$ cat config.mk
export PLATFORM = sky130hd
export DESIGN_NAME = pmnr_useq
export DESIGN_NICKNAME = d
export VERILOG_FILES = /design/src/design/pmnr_pkg.sv /design/src/design/pmnr_useq.sv
export SDC_FILE = /design/constraint.sdc
export NUM_CORES = 1
export LEC_CHECK = 0
export ABC_AREA = 1
export BUFFER_PORTS_ARGS = -buffer_cell sky130_fd_sc_hd__buf_2
export CAP_MARGIN = 30
export CORE_UTILIZATION = 52
export CTS_CLUSTER_DIAMETER = 40
export CTS_CLUSTER_SIZE = 10
export DETAILED_ROUTE_END_ITERATION = 8
export PLACE_DENSITY = 0.82
export SLEW_MARGIN = 5
export SYNTH_ARGS = -nofsm -noshare
export SYNTH_HDL_FRONTEND = slang
export SYNTH_SLANG_ARGS = --single-unit
$ cat constraint.sdc
create_clock -name clk -period 3.05 [get_ports clk]
set_input_delay 0.915 -clock clk [delete_from_list [all_inputs] [get_ports clk]]
set_output_delay 0.915 -clock clk [all_outputs]
set_load 0.01 [all_outputs]
$ cat src/design/pmnr_pkg.sv
package pmnr_pkg;

  localparam int SOURCE_DEPTH = 256;
  localparam int MERGED_DEPTH = 256;
  localparam int UPCW = 5;

  localparam logic [2:0] OP_LOAD_A  = 3'd0;
  localparam logic [2:0] OP_LOAD_B  = 3'd1;
  localparam logic [2:0] OP_REMAP_A = 3'd2;
  localparam logic [2:0] OP_REMAP_B = 3'd3;
  localparam logic [2:0] OP_READ    = 3'd4;
  localparam logic [2:0] OP_CLEAR   = 3'd5;

  localparam logic [2:0] ST_OK        = 3'd0;
  localparam logic [2:0] ST_DUPLICATE = 3'd1;
  localparam logic [2:0] ST_DROPPED   = 3'd2;
  localparam logic [2:0] ST_BEYOND    = 3'd3;
  localparam logic [2:0] ST_SRC_FULL  = 3'd4;

  typedef struct packed {
    logic [2:0] opcode;
    logic [7:0] red;
    logic [7:0] green;
    logic [7:0] blue;
    logic [7:0] index;
    logic       end_of_image;
  } item_t;

  typedef struct packed {
    logic [7:0] out_index;
    logic [7:0] out_red;
    logic [7:0] out_green;
    logic [7:0] out_blue;
    logic [2:0] status;
    logic [8:0] merged_count;
    logic       last_out;
  } result_t;

  typedef enum logic [2:0] {
    A_NONE,
    A_SRC_WRITE,
    A_SRC_READ,
    A_KEY_SRC,
    A_SCAN,
    A_MRG_READ_BEST,
    A_MRG_READ_IDX,
    A_CLEAR
  } act_t;

  typedef enum logic [2:0] {
    C_NEXT,
    C_ALWAYS,
    C_DISPATCH,
    C_SRC_FULL,
    C_SCAN_MORE,
    C_IDX_BAD,
    C_MRG_EMPTY,
    C_RD_OK
  } cond_t;

  typedef enum logic [2:0] {
    RS_ZERO,
    RS_SRC_FULL,
    RS_LOAD,
    RS_BEYOND,
    RS_MRG
  } rs_t;

  typedef struct packed {
    act_t            act;
    cond_t           cond;
    logic [UPCW-1:0] target;
    logic            emit;
    rs_t             rs;
  } ctrl_t;

  typedef struct packed {
    logic src_full;
    logic scan_more;
    logic idx_bad;
    logic mrg_empty;
    logic rd_ok;
  } flags_t;

  localparam logic [UPCW-1:0] S_IDLE      = 5'd0;
  localparam logic [UPCW-1:0] S_L_CHK     = 5'd1;
  localparam logic [UPCW-1:0] S_L_SCAN    = 5'd2;
  localparam logic [UPCW-1:0] S_L_DRAIN0  = 5'd3;
  localparam logic [UPCW-1:0] S_L_DRAIN1  = 5'd4;
  localparam logic [UPCW-1:0] S_L_DRAIN2  = 5'd5;
  localparam logic [UPCW-1:0] S_L_EMIT    = 5'd6;
  localparam logic [UPCW-1:0] S_R_CHK     = 5'd7;
  localparam logic [UPCW-1:0] S_R_KEY     = 5'd8;
  localparam logic [UPCW-1:0] S_R_SCAN    = 5'd9;
  localparam logic [UPCW-1:0] S_R_DRAIN0  = 5'd10;
  localparam logic [UPCW-1:0] S_R_DRAIN1  = 5'd11;
  localparam logic [UPCW-1:0] S_R_DRAIN2  = 5'd12;
  localparam logic [UPCW-1:0] S_R_FETCH   = 5'd13;
  localparam logic [UPCW-1:0] S_E_MRG     = 5'd14;
  localparam logic [UPCW-1:0] S_E_SRCFULL = 5'd15;
  localparam logic [UPCW-1:0] S_RD_CHK    = 5'd16;
  localparam logic [UPCW-1:0] S_E_BEYOND  = 5'd17;
  localparam logic [UPCW-1:0] S_E_ZERO    = 5'd18;
  localparam logic [UPCW-1:0] S_CLEAR     = 5'd19;

  function automatic ctrl_t mk(act_t act, cond_t cond, logic [UPCW-1:0] target,
                               logic emit, rs_t rs);
    ctrl_t c;
    c.act    = act;
    c.cond   = cond;
    c.target = target;
    c.emit   = emit;
    c.rs     = rs;
    return c;
  endfunction

  function automatic ctrl_t ucode(logic [UPCW-1:0] upc);
    ctrl_t c;
    unique case (upc)
      S_IDLE:      c = mk(A_NONE, C_DISPATCH, S_IDLE, 1'b0, RS_ZERO);
      S_L_CHK:     c = mk(A_SRC_WRITE, C_SRC_FULL, S_E_SRCFULL, 1'b0, RS_ZERO);
      S_L_SCAN:    c = mk(A_SCAN, C_SCAN_MORE, S_L_SCAN, 1'b0, RS_ZERO);
      S_L_DRAIN0:  c = mk(A_NONE, C_NEXT, S_IDLE, 1'b0, RS_ZERO);
      S_L_DRAIN1:  c = mk(A_NONE, C_NEXT, S_IDLE, 1'b0, RS_ZERO);
      S_L_DRAIN2:  c = mk(A_NONE, C_NEXT, S_IDLE, 1'b0, RS_ZERO);
      S_L_EMIT:    c = mk(A_NONE, C_ALWAYS, S_IDLE, 1'b1, RS_LOAD);
      S_R_CHK:     c = mk(A_SRC_READ, C_IDX_BAD, S_E_BEYOND, 1'b0, RS_ZERO);
      S_R_KEY:     c = mk(A_KEY_SRC, C_NEXT, S_IDLE, 1'b0, RS_ZERO);
      S_R_SCAN:    c = mk(A_SCAN, C_SCAN_MORE, S_R_SCAN, 1'b0, RS_ZERO);
      S_R_DRAIN0:  c = mk(A_NONE, C_NEXT, S_IDLE, 1'b0, RS_ZERO);
      S_R_DRAIN1:  c = mk(A_NONE, C_NEXT, S_IDLE, 1'b0, RS_ZERO);
      S_R_DRAIN2:  c = mk(A_NONE, C_NEXT, S_IDLE, 1'b0, RS_ZERO);
      S_R_FETCH:   c = mk(A_MRG_READ_BEST, C_MRG_EMPTY, S_E_ZERO, 1'b0, RS_ZERO);
      S_E_MRG:     c = mk(A_NONE, C_ALWAYS, S_IDLE, 1'b1, RS_MRG);
      S_E_SRCFULL: c = mk(A_NONE, C_ALWAYS, S_IDLE, 1'b1, RS_SRC_FULL);
      S_RD_CHK:    c = mk(A_MRG_READ_IDX, C_RD_OK, S_E_MRG, 1'b0, RS_ZERO);
      S_E_BEYOND:  c = mk(A_NONE, C_ALWAYS, S_IDLE, 1'b1, RS_BEYOND);
      S_E_ZERO:    c = mk(A_NONE, C_ALWAYS, S_IDLE, 1'b1, RS_ZERO);
      S_CLEAR:     c = mk(A_CLEAR, C_ALWAYS, S_IDLE, 1'b1, RS_ZERO);
      default:     c = mk(A_NONE, C_ALWAYS, S_IDLE, 1'b0, RS_ZERO);
    endcase
    return c;
  endfunction

  function automatic logic [UPCW-1:0] dispatch(logic [2:0] op);
    logic [UPCW-1:0] s;
    unique case (op) inside
      OP_LOAD_A, OP_LOAD_B:   s = S_L_CHK;
      OP_REMAP_A, OP_REMAP_B: s = S_R_CHK;
      OP_READ:                s = S_RD_CHK;
      OP_CLEAR:               s = S_CLEAR;
      default:                s = S_E_ZERO;
    endcase
    return s;
  endfunction

endpackage

$ cat src/design/pmnr_useq.sv
module pmnr_useq (
  input  logic              clk,
  input  logic              rst,
  input  logic              start,
  input  logic [2:0]        opcode,
  input  pmnr_pkg::flags_t  flags,
  output pmnr_pkg::ctrl_t   ctrl,
  output logic              busy
);

  logic [pmnr_pkg::UPCW-1:0] upc;
  logic [pmnr_pkg::UPCW-1:0] upc_next;
  logic                      taken;

  assign ctrl = pmnr_pkg::ucode(upc);
  assign busy = (upc != pmnr_pkg::S_IDLE);

  always_comb begin
    unique case (ctrl.cond)
      pmnr_pkg::C_NEXT:      taken = 1'b0;
      pmnr_pkg::C_ALWAYS:    taken = 1'b1;
      pmnr_pkg::C_DISPATCH:  taken = 1'b0;
      pmnr_pkg::C_SRC_FULL:  taken = flags.src_full;
      pmnr_pkg::C_SCAN_MORE: taken = flags.scan_more;
      pmnr_pkg::C_IDX_BAD:   taken = flags.idx_bad;
      pmnr_pkg::C_MRG_EMPTY: taken = flags.mrg_empty;
      pmnr_pkg::C_RD_OK:     taken = flags.rd_ok;
      default:               taken = 1'b0;
    endcase
  end

  always_comb begin
    if (ctrl.cond == pmnr_pkg::C_DISPATCH) begin
      upc_next = start ? pmnr_pkg::dispatch(opcode) : upc;
    end else if (taken) begin
      upc_next = ctrl.target;
    end else begin
      upc_next = upc + 1'b1;
    end
  end

  always_ff @(posedge clk) begin
    if (rst) begin
      upc <= pmnr_pkg::S_IDLE;
    end else begin
      upc <= upc_next;
    end
  end

endmodule

==> out/metrics.cfg <==
[synth]
synth_edf_count = 0
synth_largest_type_area_fraction = 0.339
yosysSeqAreaShare = 0.339
post-synth-top-area-cell = sky130_fd_sc_hd__dfxtp_1
postSynthAreaPerCell_um2 = 7.33
synthesis.yosys.warnings = 0
synthDistinctLibCells = 23
synth_nets = 180
netlist_area_um2 = 1180
ys_top_cells_by_area = sky130_fd_sc_hd__dfxtp_1, sky130_fd_sc_hd__nand2_1, sky130_fd_sc_hd__nand3_1, sky130_fd_sc_hd__ha_1, sky130_fd_sc_hd__inv_1
ys_ff_latch = 20
syn-instance-count = 161
async_reset_ff_frac = 0
synth-main-ff-cell = sky130_fd_sc_hd__dfxtp_1

[power]
cellLeakagePower_nw = 0.753
power.combinational.fraction = 0.594
clockPowerShare = 0.134
internal-power_uw = 813
seq_power_share = 0.273
p_sw_frac = 0.493
power.density_nw_per_um2 = 1160
p_sw_uw = 791
ir_worst_vdd_mv = 0.683
report.power.total_mw = 1.60

[final_layout]
final.fill_count = 170
layout.cells.most_common = sky130_fd_sc_hd__nand2_1
num-nets-final = 209
flow.area_growth_from_synthesis_pct = 16.8
num_antenna_cells = 0
post_route_cells_drive_above_1_share = 0.254
layout_common_cells = sky130_fd_sc_hd__nand2_1, sky130_fd_sc_hd__buf_2, sky130_fd_sc_hd__nand3_1, sky130_fd_sc_hd__dfxtp_1, sky130_fd_sc_hd__inv_1
post-route-util = 0.675

[clock_tree]
clock_insertion_delay_worst_skew_ns = 0.30
cts_hold_repair.buffers = 0
cts_made_buffers = 3
clock-sinks = 20
clock_tree.htree_level_count = 1
tritoncts = done
cts_resized = 0
clk_path_buf_depth = 2
cts_root_buffer = sky130_fd_sc_hd__clkbuf_4
post-cts-setup-buffer-count = 0
cts.clk_slew.worst_paths_ns = 0.11

[run]
maxCapViolCount = 0

[floorplanning]
placeableCoreArea_um2 = 2040
die-width_um = 49.6
die_area_um2 = 2460
pin_count = 27
die-height_um = 49.6
placementRows = 16
start_util = 0.578

[min_path]
hold_class = reg -> reg
hold_path.startpoint = ctrl[4]$_SDFF_PP0_

[grt]
grt_pass1_wl_um = 4630
antenna_found_initial = 0
grt-ovfl-total = 0
first_global_vias = 1104
globalRouteTotalUtil = 0.248
grt_max_degree = 15

[critical_path]
critPathMaxFanout = 6
crit_type = in -> reg
reg2reg_from = ctrl[10]$_DFF_P_
crit_start = flags[4]
setup.worst_path.end_class = register
worst_ep_arrival_time_ns = 2.78
worst_setup_path_start_kind = input pin
worstPathRequired_ns = 3.27

[timing]
timing.final.hold_violations = 0
slew_of_the_pin_with_the_lowest_slew_margin_ns = 0.472
fin_tns_setup_ns = 0
final_setup_skew_ns = 0.00202
maxClockFrequency_mhz = 390
setup_viol = 0
drv_slew = 0
final_critical_path_setup_slack_ns = 0.484
max_slew_margin = 0.685
rsz0062_at_grt = false
post-route-period-util = 0.841
final.min_clock_period_ns = 2.57

[drt]
num_vias = 1152
viasPerCell = 5.33
avgRoutedWirePerCell_um = 12.7
drt_first_iter_violations = 33
remaining_drc_errors = 0
drt_wl_total_um = 2750
first_pass_drt_iterations = 4
detail-route-antenna-nets = 0

[placement]
place_ws_ns = 0.176
finalWeightedCongestion = 0.957
placement.io_buffers = 26
place_hpwl_um = 2150

[outcome]
outcome = completed

## critical path, stage by stage
cell                       delay (ns)
sky130_fd_sc_hd__buf_2           0.09
sky130_fd_sc_hd__inv_1           0.04
sky130_fd_sc_hd__nand2_1         0.04
sky130_fd_sc_hd__nand2_1         0.05
sky130_fd_sc_hd__nand3_1         0.08
sky130_fd_sc_hd__nand2_2         0.11
sky130_fd_sc_hd__nand2_2         0.10
sky130_fd_sc_hd__inv_1           0.09
sky130_fd_sc_hd__o211ai_1        0.12
sky130_fd_sc_hd__a21oi_1         0.40
sky130_fd_sc_hd__inv_1           0.12
sky130_fd_sc_hd__ha_1            0.28
sky130_fd_sc_hd__nand3_1         0.12
sky130_fd_sc_hd__nand2_1         0.06
sky130_fd_sc_hd__nor2_1          0.11
sky130_fd_sc_hd__nor2_1          0.04
## per-layer routing
layer  part of all wire  global-route usage  routed length [um]
met2               0.49               0.432                1360
met5                  0                   0                   0
met1               0.45               0.294                1220
met3              0.031              0.0185                  86
met4              0.030               0.143                  82
## through the flow
| step | cell area [um^2] | hold WS (ns) | instances |
|---|---|---|---|
| floorplan | 1180 | 0.627 | 161 |
| global placement | 1330 | 0.613 | 212 |
| detailed placement | 1330 | 0.623 | 212 |
| CTS | 1380 | 0.649 | 216 |
| global route | 1380 | 0.708 | 216 |
| finish | 1380 | 0.648 | 216 |
## state kept, by name, summed over array words and instances, names as in the netlist
| signal | cells |
|---|---|
| upc | 5 |
| ctrl | 15 |
## cell type report
type	instances	area, um^2	area share
Timing Repair Buffer	26	130	0.0945
Inverter	20	76.3	0.0554
Tap cell	27	33.8	0.0245
Multi-Input combinational cell	119	684	0.497
Clock buffer	3	22.5	0.0163
Sequential cell	20	400	0.291
Clock inverter	1	30.0	0.0218
## cells by family after synthesis
| group | Yosys count | share of synthesized area |
|---|---|---|
| xor gates and xnor gates | 3 | 0.0223 |
| adders and majority gates | 8 | 0.0848 |
| AOI/OAI and AO/OA | 17 | 0.0848 |
| and+or+nand+nor | 91 | 0.388 |
| DFF | 20 | 0.339 |
| buffers and inverters | 22 | 0.0806 |
## worst paths after layout
kind / cells past startpoint / endpoint / slack (ns)
max reg2reg: 16 / ctrl[12]$_DFF_P_ / 0.65
min: 2 / upc[0]$_SDFFE_PP0N_ / 0.65
max: 16 / ctrl[12]$_DFF_P_ / 0.48
min reg2reg: 2 / upc[0]$_SDFFE_PP0N_ / 0.65
## Yosys cell counts, types with 2 or more instances
| library cell | number |
|---|---|
| sky130_fd_sc_hd__xor2_1 | 3 |
| sky130_fd_sc_hd__a21oi_1 | 6 |
| sky130_fd_sc_hd__dfxtp_1 | 20 |
| sky130_fd_sc_hd__nand2_1 | 42 |
| sky130_fd_sc_hd__nand3_2 | 3 |
| sky130_fd_sc_hd__o21ai_0 | 2 |
| sky130_fd_sc_hd__nand2_2 | 6 |
| sky130_fd_sc_hd__inv_2 | 3 |
| sky130_fd_sc_hd__ha_1 | 8 |
| sky130_fd_sc_hd__o21ai_1 | 3 |
| sky130_fd_sc_hd__nand3_1 | 22 |
| sky130_fd_sc_hd__o211ai_1 | 5 |
| sky130_fd_sc_hd__nand4_1 | 5 |
| sky130_fd_sc_hd__nor2_1 | 8 |
| sky130_fd_sc_hd__nand2_4 | 2 |
| sky130_fd_sc_hd__inv_1 | 16 |
## power by group through the flow
stage / Clock [mW] / Combinational (mW) / Sequential, mW
6_report: 0.214 / 0.952 / 0.438
3_3_place_gp: 0 / 0.927 / 0.437
2_1_floorplan: 0 / 0.684 / 0.462
4_1_cts: 0.217 / 0.949 / 0.437
3_5_place_dp: 0 / 0.938 / 0.443
5_1_grt: 0.226 / 1.07 / 0.450
Note: power is estimated with default switching activity, not from simulation.
